**config.mk**
```make
export PLATFORM = sky130hd
export DESIGN_NAME = r1mu_front
export DESIGN_NICKNAME = d
export VERILOG_FILES = /design/src/r1mu_pkg.sv /design/src/r1mu_front.sv
export SDC_FILE = /design/constraint.sdc
export NUM_CORES = 1
export LEC_CHECK = 0
export BUFFER_PORTS_ARGS = -buffer_cell sky130_fd_sc_hd__buf_4
export CAP_MARGIN = 20
export CORE_MARGIN = 4
export CORE_UTILIZATION = 40
export DETAILED_ROUTE_END_ITERATION = 7
export HOLD_SLACK_MARGIN = 0.08
export PLACE_DENSITY_LB_ADDON = 0.05
export SETUP_SLACK_MARGIN = 0.1
export SLEW_MARGIN = 30
export SYNTH_ARGS = -nofsm -noshare
export SYNTH_HDL_FRONTEND = slang
export SYNTH_SLANG_ARGS = --single-unit
```
**constraint.sdc**
```tcl
create_clock -name clk -period 2.35 [get_ports clk]
set_clock_uncertainty 0.05 [all_clocks]
set_input_delay 0.235 -clock clk [delete_from_list [all_inputs] [get_ports clk]]
set_output_delay 0.235 -clock clk [all_outputs]
set_load 0.01 [all_outputs]
```
**src/r1mu_pkg.sv**
```systemverilog
`default_nettype none
package r1mu_pkg;

  // store geometry
  localparam int MAX_ROWS  = 16;
  localparam int MAX_COLS  = 16;
  localparam int ROW_W     = $clog2(MAX_ROWS);
  localparam int COL_W     = $clog2(MAX_COLS);
  localparam int ADDR_W    = ROW_W + COL_W;
  localparam int MAX_ELEMS = MAX_ROWS * MAX_COLS;
  localparam int ELEM_W    = 32;

  // configuration
  localparam int CFG_W     = 5;
  localparam int CFG_IDX_W = 1;
  localparam logic [CFG_IDX_W-1:0] CFG_ROWS = 1'b0;
  localparam logic [CFG_IDX_W-1:0] CFG_COLS = 1'b1;

  // results
  localparam int SUM_W  = 63;
  localparam int ROOT_W = 32;
  localparam logic [SUM_W-1:0] SUM_MAX = {SUM_W{1'b1}};
  localparam logic KIND_DIST = 1'b0;
  localparam logic KIND_NORM = 1'b1;

  // request codes
  localparam logic [2:0] REQ_WR_M = 3'd0;
  localparam logic [2:0] REQ_WR_A = 3'd1;
  localparam logic [2:0] REQ_WR_B = 3'd2;
  localparam logic [2:0] REQ_DIST = 3'd3;
  localparam logic [2:0] REQ_SUB  = 3'd4;
  localparam logic [2:0] REQ_NORM = 3'd5;

  // command queue
  localparam int QDEPTH = 4;
  localparam int QPTR_W = $clog2(QDEPTH);
  localparam logic [QPTR_W:0] QCNT_FULL = (QPTR_W + 1)'(QDEPTH);

  typedef struct packed {
    logic [2:0]              op;
    logic [ROW_W-1:0]        row;
    logic [COL_W-1:0]        col;
    logic signed [ELEM_W-1:0] value;
  } cmd_t;

  typedef struct packed {
    logic             start;
    logic [SUM_W-1:0] x;
  } sqrt_req_t;

  typedef struct packed {
    logic              done;
    logic [ROOT_W-1:0] root;
  } sqrt_rsp_t;

endpackage
`default_nettype wire

```
**src/r1mu_front.sv**
```systemverilog
`default_nettype none
module r1mu_front (
  input  wire logic           clk,
  input  wire logic           rst_n,
  input  wire logic           in_tvalid,
  output logic                in_tready,
  input  wire logic [2:0]     in_tuser,
  input  wire logic [39:0]    in_tdata,
  output logic                q_valid,
  output r1mu_pkg::cmd_t      q_cmd,
  input  wire logic           q_pop
);
  import r1mu_pkg::*;

  cmd_t              q_mem [QDEPTH];
  logic [QPTR_W-1:0] wr_ptr_r, rd_ptr_r;
  logic [QPTR_W:0]   count_r;
  logic              known, push, pop;
  cmd_t              cmd_in;

  // sort out codes that mean nothing; they are taken and dropped
  always_comb begin
    unique case (in_tuser) inside
      REQ_WR_M, REQ_WR_A, REQ_WR_B, REQ_DIST, REQ_SUB, REQ_NORM: known = 1'b1;
      default: known = 1'b0;
    endcase
  end

  assign cmd_in.op    = in_tuser;
  assign cmd_in.row   = in_tdata[3:0];
  assign cmd_in.col   = in_tdata[7:4];
  assign cmd_in.value = in_tdata[39:8];

  assign in_tready = (count_r != QCNT_FULL);
  assign push      = in_tvalid && in_tready && known;
  assign q_valid   = (count_r != '0);
  assign pop       = q_pop && q_valid;
  assign q_cmd     = q_mem[rd_ptr_r];

  always_ff @(posedge clk) begin
    if (push) begin
      q_mem[wr_ptr_r] <= cmd_in;
    end
  end

  always_ff @(posedge clk) begin
    if (!rst_n) begin
      wr_ptr_r <= '0;
      rd_ptr_r <= '0;
      count_r  <= '0;
    end else begin
      if (push) wr_ptr_r <= wr_ptr_r + 1'b1;
      if (pop)  rd_ptr_r <= rd_ptr_r + 1'b1;
      count_r <= count_r + {{QPTR_W{1'b0}}, push} - {{QPTR_W{1'b0}}, pop};
    end
  end

endmodule
`default_nettype wire

```
==> results of run 1 <==
## cell type report
type	count	area share, %
clock inverters	13	0.969
well taps	220	3.13
repair buffers	152	15.1
inverters	7	0.299
flip-flops and latches	181	61.0
multi-input cells	76	14.6
clock buffers	19	4.93
## layout by cell type, fill, tap and decap left out
cell type	instances
edfxtp_1	172
buf_4	102
dlygate4sd3_1	44
mux4_2	40
clkbuf_16	17
inv_1	7
ha_1	6
buf_12	6
nand2_1	5
and2_2	4
and2_1	4
xnor2_1	4
clkinvlp_4	4
clkinv_1	4
dfxtp_1	4
mux4_1	3
dfxtp_4	3
clkinv_4	3
mux2i_1	2
nor2b_1	2
dfxtp_2	2
clkbuf_1	2
o31a_1	1
nor2_1	1
a221oi_4	1
or3_1	1
o311ai_2	1
fa_2	1
clkinv_2	1
inv_6	1
## kinds of logic (layout without fill, tap and decap cells)
| family | after synthesis | count (layout) | synth area share [%] |
|---|---|---|---|
| and+or+nand+nor | 17 | 17 | 1.35 |
| adders and majority gates | 7 | 7 | 1.41 |
| buffers and inverters | 18 | 191 | 2.15 |
| xor gates and xnor gates | 4 | 4 | 0.518 |
| AOI/OAI and AO/OA | 3 | 3 | 0.759 |
| DFF | 181 | 181 | 79.0 |
| muxes | 45 | 45 | 14.8 |
## sequential cells by signal (all words and copies together) (netlist names), named ones only
signal    count
rd_ptr_r      2
q_mem       172
wr_ptr_r      2
count_r       3
## worst register-to-register path: cells and delay by family (launching register included)
family	cells	cell delay (ns)
xor+xnor	2	0.27
buf+inv	2	0.11
simple gates	2	0.23
compound gates	1	0.24
flops	1	0.36
fa+ha+maj	3	0.80
## repair_timing
item                                   4_1_cts  5_1_grt
setup endpoints to repair                    1        1
setup buffers                                0        4
hold buffers                                44        0
endpoints found under the hold margin      181        0
pin swaps                                    0        1
resized for setup                            3        1
## metal layers
| metal | global-route usage, % | part of all wire, % | up-vias |
|---|---|---|---|
| met4 | 4.84 | 1.3 | 0 |
| met2 | 21.3 | 51 | 70 |
| met5 | 0 | 0 | - |
| met1 | 16.9 | 44 | 1633 |
| met3 | 3.87 | 3.8 | 11 |
| li1 | - | - | 1469 |
## through the flow
| stage | instance area (um2) | hold slack (ns) | total power, mW | cells |
|---|---|---|---|---|
| 6_report | 8780 | 0.237 | 8.52 | 668 |
| 2_1_floorplan | 6770 | 0.284 | 5.26 | 275 |
| 3_5_place_dp | 7790 | 0.389 | 6.09 | 588 |
| 4_1_cts | 8750 | 0.220 | 8.65 | 664 |
| 3_3_place_gp | 7790 | 0.386 | 6.07 | 588 |
| 5_1_grt | 8780 | 0.248 | 8.94 | 668 |
## worst max-delay path by stage
stage                                 end                   from  slack (ns)
CTS                 count_r[2]$_SDFF_PN0_  count_r[1]$_SDFF_PN0_        0.14
global placement    count_r[2]$_SDFF_PN0_  count_r[1]$_SDFF_PN0_        0.15
detailed placement  count_r[2]$_SDFF_PN0_  count_r[0]$_SDFF_PN0_         0.1
global route        count_r[2]$_SDFF_PN0_  count_r[1]$_SDFF_PN0_         0.1
finish              count_r[2]$_SDFF_PN0_  count_r[1]$_SDFF_PN0_        0.19
floorplan           count_r[2]$_SDFF_PN0_  count_r[1]$_SDFF_PN0_        0.11
## report_power, final
part,switching [mW],total [mW],internal (mW),leakage (nW)
Sequential,0.0862,3.91,3.82,1.64
Clock,1.13,2.47,1.34,0.240
Combinational,0.947,2.14,1.19,1.11
Total,2.17,8.52,6.35,2.99
==> impl_metrics.toml, run 1 <==
[timing]
tightestPinTransition_ns = 0.346
slew_viol_final = 0
tns_ns = 0
slew-limit-headroom_pct = 77.0
period_needed_ns = 2.16
rsz0062_at_grt = "no"
fin_ws_ns = 0.193
finalHoldViolations = 0
fmax_ghz = 0.464
timing.final.crit_share_pct = 91.8
setup_viol = 0

[synthesis]
yosysUniqueCellTypes = 21
synth_edf_count = 172
ys_warn_count = 0
ys_ff_latch = 181
syn_area_um2 = 6760
synth.avg_cell_area_um2 = 24.6
synth.net_count = 329
synth.most_common_cell = "edfxtp_1"
yosysTopAreaCellShare_pct = 76.4
synth_cells = 275
synth_top_flop_cell = "edfxtp_1"
yosysTopAreaCell = "edfxtp_1"
yosysSeqAreaShare_pct = 79.0
ys_async_sr_fraction_pct = 0
synthTopCellsByCount = "edfxtp_1, mux4_2, dfxtp_1"
synth.area.top_cells = "edfxtp_1, mux4_2, dfxtp_1"

[pwr]
irDropWorstVdd_v = 0.000571
p_per_area_nw_per_um2 = 970
leakagePower_nw = 2.99

[min_path]
min-delay-start = "q_pop"
worstHoldPathCells = 4
holdCritPathClass = "in -> reg"

[cells_and_area]
syn_to_final_growth_pct = 29.9
final_util_pct = 53.0
multi_input_area_um2 = 1280
nFillCells = 1381
drive_gt1_share_pct = 41.5
final_net_count = 489
ff_latch_area_um2 = 5360
n_antenna_cell = 0

[clock_tree]
clockBufferDepth = 2
root_buffer = "clkbuf_16"
ctsHtreeMaxLevel = 4
numClockSinks = 181
numCtsBuffers = 17
cts_tree = "built"
clock_latency_ns = 0.42
clk_pin_slew_ns = 0.06

[worst_setup_path]
worstReg2RegStart = "count_r[1]$_SDFF_PN0_"
worst-r2r-cell-count = 10
crit_path_cell_trace = "nor2_1, a221oi_4, inv_1, ha_1, inv_1, ha_1, fa_2, xnor2_1, xnor2_1, and2_1"
crit_fanout = 4
cpMaxStageDelayCell = "dfxtp_4"
rrSetupSlack_ns = 0.19
cp.arrival_ns = 2.42
crit_cells = 10
critPathLaunchType = "register"
worst_r2r_endpoint = "count_r[2]$_SDFF_PN0_"
cpPeakStageDelay_ns = 0.36
cp-end-kind = "register"
critPathBufInv = 2
crit_type = "reg -> reg"
crit_family = "adder cells"
worstPathRequired_ns = 2.61

[floorplanning]
core_region_area_um2 = 16600
num_rows = 47
die_h_um = 138
ioPinCount = 92
dieArea_um2 = 19100
start_util_pct = 40.8
die_x_um = 138

[global_route]
grt_start_max_net_pins = 29
grt.overflow.total = 0
grt_antenna_before_repair = 0
grt_pass1_wl_mm = 19.0
grt_pass1_vias = 3395
grt_use_total_pct = 13.1

[detailed_routing]
drc_errors = 0
dr.first_iter.drc_count = 157
via_per_inst = 4.76
ant_nets = 0
firstDrtPassIters = 4
wl_mm = 12.1
vias = 3183
routedWlPerCell_um = 18.2

[run]
maxCapViolCount = 0

[place]
numPortBuffers = 91
routabilityCongestion = 0.715
dp_slack_ns = 0.0987
place_hpwl_mm = 7.22

[outcome]
status = "finished clean"
No activity file was read; power rests on OpenSTA's default activity.
==> run 2: changes to the inputs <==
--- a/config.mk
+++ b/config.mk
@@ -8,7 +8,7 @@
 export BUFFER_PORTS_ARGS = -buffer_cell sky130_fd_sc_hd__buf_4
 export CAP_MARGIN = 20
 export CORE_MARGIN = 4
-export CORE_UTILIZATION = 40
+export CORE_UTILIZATION = 30
 export DETAILED_ROUTE_END_ITERATION = 7
 export HOLD_SLACK_MARGIN = 0.08
 export PLACE_DENSITY_LB_ADDON = 0.05
==> run 2 against run 1 <==
Total power up 3.2%. Critical path type unchanged. First-iteration DRC count shrank 7.0%. Critical path depth unchanged. Hold slack lost 0.011 ns. Non-clock buffer count up 1. Design area grew 1.7%. Global-route usage decreased by 1.8 points. Largest cell class unchanged.
==> impl_metrics.toml, run 2 (same netlist as run 1, synthesis figures left out) <==
[timing]
fmax_ghz = 0.465
slew_viol_final = 0
timing.final.crit_share_pct = 91.6
holdWs_ns = 0.226
slew-limit-headroom_pct = 69.2
tns_ns = 0
tightestPinTransition_ns = 0.462
period_needed_ns = 2.15
setup_viol = 0
rsz0062_at_grt = "yes"
finalHoldViolations = 0

[clock_tree]
ctsHtreeMaxLevel = 4
numCtsBuffers = 17
clockBufferDepth = 2
cts_tree = "built"
root_buffer = "clkbuf_16"
clk_pin_slew_ns = 0.07
numClockSinks = 181
clock_latency_ns = 0.42

[worst_setup_path]
worst_r2r_endpoint = "count_r[2]$_SDFF_PN0_"
worst-r2r-cell-count = 10
cp-end-kind = "register"
rrSetupSlack_ns = 0.20
worstReg2RegStart = "count_r[1]$_SDFF_PN0_"
cp.arrival_ns = 2.42
worstPathRequired_ns = 2.62
critPathLaunchType = "register"
crit_type = "reg -> reg"
crit_fanout = 5

[pwr]
p_total_mw = 8.80
irDropWorstVdd_v = 0.000438
leakagePower_nw = 3.03
p_per_area_nw_per_um2 = 985

[global_route]
grt_use_total_pct = 11.3
grt_pass1_wl_mm = 20.5
grt_pass1_vias = 3570
grt.overflow.total = 0
grt_antenna_before_repair = 0
grt_start_max_net_pins = 30

[outcome]
status = "finished clean"

[detailed_routing]
drc_errors = 0
dr.first_iter.drc_count = 146
firstDrtPassIters = 4
routedWlPerCell_um = 18.6
vias = 3196
wl_mm = 13.5
via_per_inst = 4.39
ant_nets = 0

[min_path]
worstHoldPathCells = 4
holdCritPathClass = "in -> reg"
min-delay-start = "q_pop"

[floorplanning]
ioPinCount = 92
start_util_pct = 30.7
core_region_area_um2 = 22000
die_x_um = 158
num_rows = 54
dieArea_um2 = 25000
die_h_um = 158

[cells_and_area]
final_net_count = 490
layout_common_cells = "edfxtp_1, buf_4, dlygate4sd3_1"
multi_input_area_um2 = 1300
n_antenna_cell = 0
stdcell_count = 728
layout_commonest_cell = "edfxtp_1"
nFillCells = 1988
largestRegisters = "q_mem (172), count_r (3)"
drive_gt1_share_pct = 43.3
largest_register_ffs = 172
ff_latch_area_um2 = 5360
top_register = "q_mem"
syn_to_final_growth_pct = 32.1

[place]
routabilityCongestion = 0.665
place_hpwl_mm = 7.99
numPortBuffers = 91
dp.cells = 649

[run]
maxCapViolCount = 0
run 2: final cells by class:
cell class / count / share of cell area, %
Multi-Input combinational cell: 76 / 14.5
Sequential cell: 181 / 60.0
Clock buffer: 18 / 4.80
Timing Repair Buffer: 153 / 15.1
Clock inverter: 13 / 1.40
Tap cell: 280 / 3.92
Inverter: 7 / 0.294
run 2: critical path, stage by stage, from the launching register on:
cell and delay, ns:
dfxtp_4 0.38, nor2_4 0.04, a221oi_4 0.26, inv_1 0.07, ha_1 0.27, inv_1 0.04
ha_2 0.17, fa_2 0.37, xnor2_2 0.15, xnor2_1 0.12, and2_1 0.13
run 2: metrics by stage:
step	setup slack [ns]	utilization (%)	cell area (um2)
after floorplan	0.109	-	6770
after global placement	0.131	35.8	7880
after detailed placement	0.102	35.8	7880
after CTS	0.122	40.4	8910
after global routing	0.0425	40.6	8930
final	0.198	40.6	8930
run 2: power breakdown:
| part | switching, mW | internal, mW | total, mW | leakage (nW) |
|---|---|---|---|---|
| clock network | 1.20 | 1.47 | 2.67 | 0.268 |
| registers | 0.110 | 3.82 | 3.93 | 1.64 |
| logic | 0.973 | 1.23 | 2.20 | 1.12 |
run 2: what timing repair did:
action,CTS,global route
hold buffers,44,0
gates resized for setup,0,8
pin swaps,1,7
setup buffers,4,0
cloned,0,0
hold endpoints to repair,181,0
setup endpoints to repair,2,1
run 2: per-layer routing:
layer	vias up	GRT usage (%)	wire length (um)
met5	-	0	0
met4	0	4.02	184
met1	1663	14.0	5900
met2	57	19.0	6940
li1	1464	-	-
met3	12	3.12	511
run 2: worst max path at each step:
stage / startpoint / end / slack, ns / cells after the start
after floorplan: count_r[1]$_SDFF_PN0_ / count_r[2]$_SDFF_PN0_ / 0.11 / 10
after global placement: count_r[1]$_SDFF_PN0_ / count_r[2]$_SDFF_PN0_ / 0.13 / 10
after detailed placement: count_r[1]$_SDFF_PN0_ / count_r[2]$_SDFF_PN0_ / 0.10 / 10
after CTS: count_r[2]$_SDFF_PN0_ / count_r[2]$_SDFF_PN0_ / 0.12 / 9
after global routing: count_r[1]$_SDFF_PN0_ / count_r[2]$_SDFF_PN0_ / 0.04 / 10
final: count_r[1]$_SDFF_PN0_ / count_r[2]$_SDFF_PN0_ / 0.20 / 10
==> run 3: changes to the inputs <==
==> constraint.sdc (replaced) <==
create_clock -name clk -period 2.09 [get_ports clk]
set_clock_uncertainty 0.05 [all_clocks]
set_input_delay 0.209 -clock clk [delete_from_list [all_inputs] [get_ports clk]]
set_output_delay 0.209 -clock clk [all_outputs]
set_load 0.01 [all_outputs]
==> run 3 against run 2 <==
The run now ends with setup timing left. Sequential cell count stayed put. Clock power is 35% higher. Sequential power is 12% higher. First-iteration DRC count is 9.6% lower. Routed wire length is 2.1% higher. Via count is 1.5% higher. Register-to-register slack worse by 0.21 ns. Cell count is 1.8% higher. Hold slack worse by 0.046 ns. Largest cell class unchanged. Largest power group unchanged. Highest routed layer unchanged.
==> impl_metrics.toml, run 3 (same netlist as run 1, synthesis figures left out) <==
[outcome]
status = "finished, violations left"
violations = "setup timing"

[worst_setup_path]
worstReg2RegStart = "count_r[0]$_SDFF_PN0_"
cpMaxStageDelayCell = "dfxtp_4"
cp-startpoint = "count_r[0]$_SDFF_PN0_"
cp.arrival_ns = 2.37
cpPeakStageDelay_ns = 0.38
cp-end-kind = "register"
crit_type = "reg -> reg"
crit_fanout = 4
crit_path_cell_trace = "nor2_4, a221oi_4, inv_1, ha_1, inv_1, ha_2, fa_2, xnor2_2, xnor2_1, and2_1"
worst_path_most_repeated_cell = "inv_1"
worstPathRequired_ns = 2.36
critPathLaunchType = "register"

[global_route]
grt_pass1_wl_mm = 20.8
grt_pass1_vias = 3526
grt_antenna_before_repair = 0
grt_use_total_pct = 11.4
grt_start_max_net_pins = 33
grt.overflow.total = 0

[pwr]
irDropWorstVdd_v = 0.000552
p_per_area_nw_per_um2 = 1180
leakagePower_nw = 3.23

[clock_tree]
numClockSinks = 181
clock_latency_ns = 0.42
clk_pin_slew_ns = 0.07
root_buffer = "clkbuf_16"
cts_tree = "built"
clockBufferDepth = 2
ctsHtreeMaxLevel = 4
numCtsBuffers = 17

[timing]
finalHoldViolations = 0
tightestPinTransition_ns = 0.292
slew-limit-headroom_pct = 80.5
timing.final.crit_share_pct = 101
rsz0062_at_grt = "yes"
fmax_ghz = 0.476
period_needed_ns = 2.10
setup_viol = 1
slew_viol_final = 0
tns_ns = -0.0106
fin_ws_ns = -0.0106

[place]
routabilityCongestion = 0.692
numPortBuffers = 91
dp_slack_ns = -0.0145
place_hpwl_mm = 8.34

[detailed_routing]
dr.first_iter.drc_count = 132
routedWlPerCell_um = 18.7
drc_errors = 0
vias = 3245
wl_mm = 13.8
ant_nets = 0
firstDrtPassIters = 4
via_per_inst = 4.38

[cells_and_area]
final_net_count = 502
largest_register_ffs = 172
drive_gt1_share_pct = 45.6
nFillCells = 1959
n_antenna_cell = 0
layout_commonest_cell = "edfxtp_1"
syn_to_final_growth_pct = 39.2
layout_common_cells = "edfxtp_1, buf_4, buf_6"
largestRegisters = "q_mem (172), count_r (3)"
top_register = "q_mem"
final_util_pct = 42.8

[run]
maxCapViolCount = 0

[min_path]
holdCritPathClass = "in -> reg"
min-delay-start = "q_pop"

[floorplanning]
start_util_pct = 30.7
dieArea_um2 = 25000
num_rows = 54
core_region_area_um2 = 22000
die_x_um = 158
ioPinCount = 92
die_h_um = 158
-- run 3: cell count changes in the layout (fill, tap and decap cells not counted), sizes merged --
cell / change
buf: +11
clkinvlp: -1
clkinv: -3
clkbuf: +1
bufinv: +5
-- run 3: worst max-delay path: cells and delay by family, from the launching register on --
| kind | cells | cell delay [ns] |
|---|---|---|
| buffers and inverters | 2 | 0.11 |
| XOR/XNOR | 2 | 0.25 |
| adder cells (fa/ha/maj) | 3 | 0.79 |
| flip-flops | 1 | 0.38 |
| AO/OA/AOI/OAI | 1 | 0.23 |
| AND/OR/NAND/NOR | 2 | 0.18 |
-- run 3: worst paths after layout --
kind                                    to  slack (ns)  cells after the start
setup / recovery     count_r[2]$_SDFF_PN0_       -0.01                     10
hold / removal                    register        0.18                      4
setup reg to reg     count_r[2]$_SDFF_PN0_       -0.01                     10
hold reg to reg   wr_ptr_r[1]$_SDFFE_PN0P_        0.45                      2
-- run 3: repair_timing --
| item | CTS | global route |
|---|---|---|
| hold buffers | 44 | 0 |
| gates resized for setup | 41 | 14 |
| pin swaps | 0 | 1 |
| buffers inserted | 6 | 2 |
| cloned | 1 | 1 |
| setup endpoints to repair | 40 | 41 |
| endpoints found under the hold margin | 181 | 0 |
-- run 3: power breakdown --
group,internal [mW],leakage [nW],switching [mW]
clock network,2.26,0.325,1.34
registers,4.30,1.64,0.122
logic,1.87,1.26,1.26
-- run 3: cell type report --
type / instances / area, um2 / share of cell area, %
clock buffers: 18 / 429 / 4.56
inverters: 7 / 26.3 / 0.279
well taps: 280 / 350 / 3.72
repair buffers: 165 / 1720 / 18.2
multi-input cells: 76 / 1290 / 13.7
clock inverters: 14 / 246 / 2.62
flip-flops and latches: 181 / 5360 / 56.9
-- run 3: routing by layer --
metal,track usage (%),up-vias,share of wire (%)
li1,-,1489,-
met1,14.4,1664,44
met2,19.2,78,51
met3,3.01,14,4.2
met4,3.90,0,1.1
met5,0,-,0
-- run 3: stage by stage --
| stage | hold WS [ns] | power (mW) | cell area (um2) | instances |
|---|---|---|---|---|
| 2_1_floorplan | 0.258 | 5.93 | 6790 | 275 |
| 3_3_place_gp | 0.358 | 7.01 | 7970 | 655 |
| 3_5_place_dp | 0.364 | 7.01 | 7970 | 655 |
| 4_1_cts | 0.162 | 11.2 | 9320 | 738 |
| 5_1_grt | 0.186 | 11.7 | 9420 | 741 |
| 6_report | 0.180 | 11.1 | 9420 | 741 |
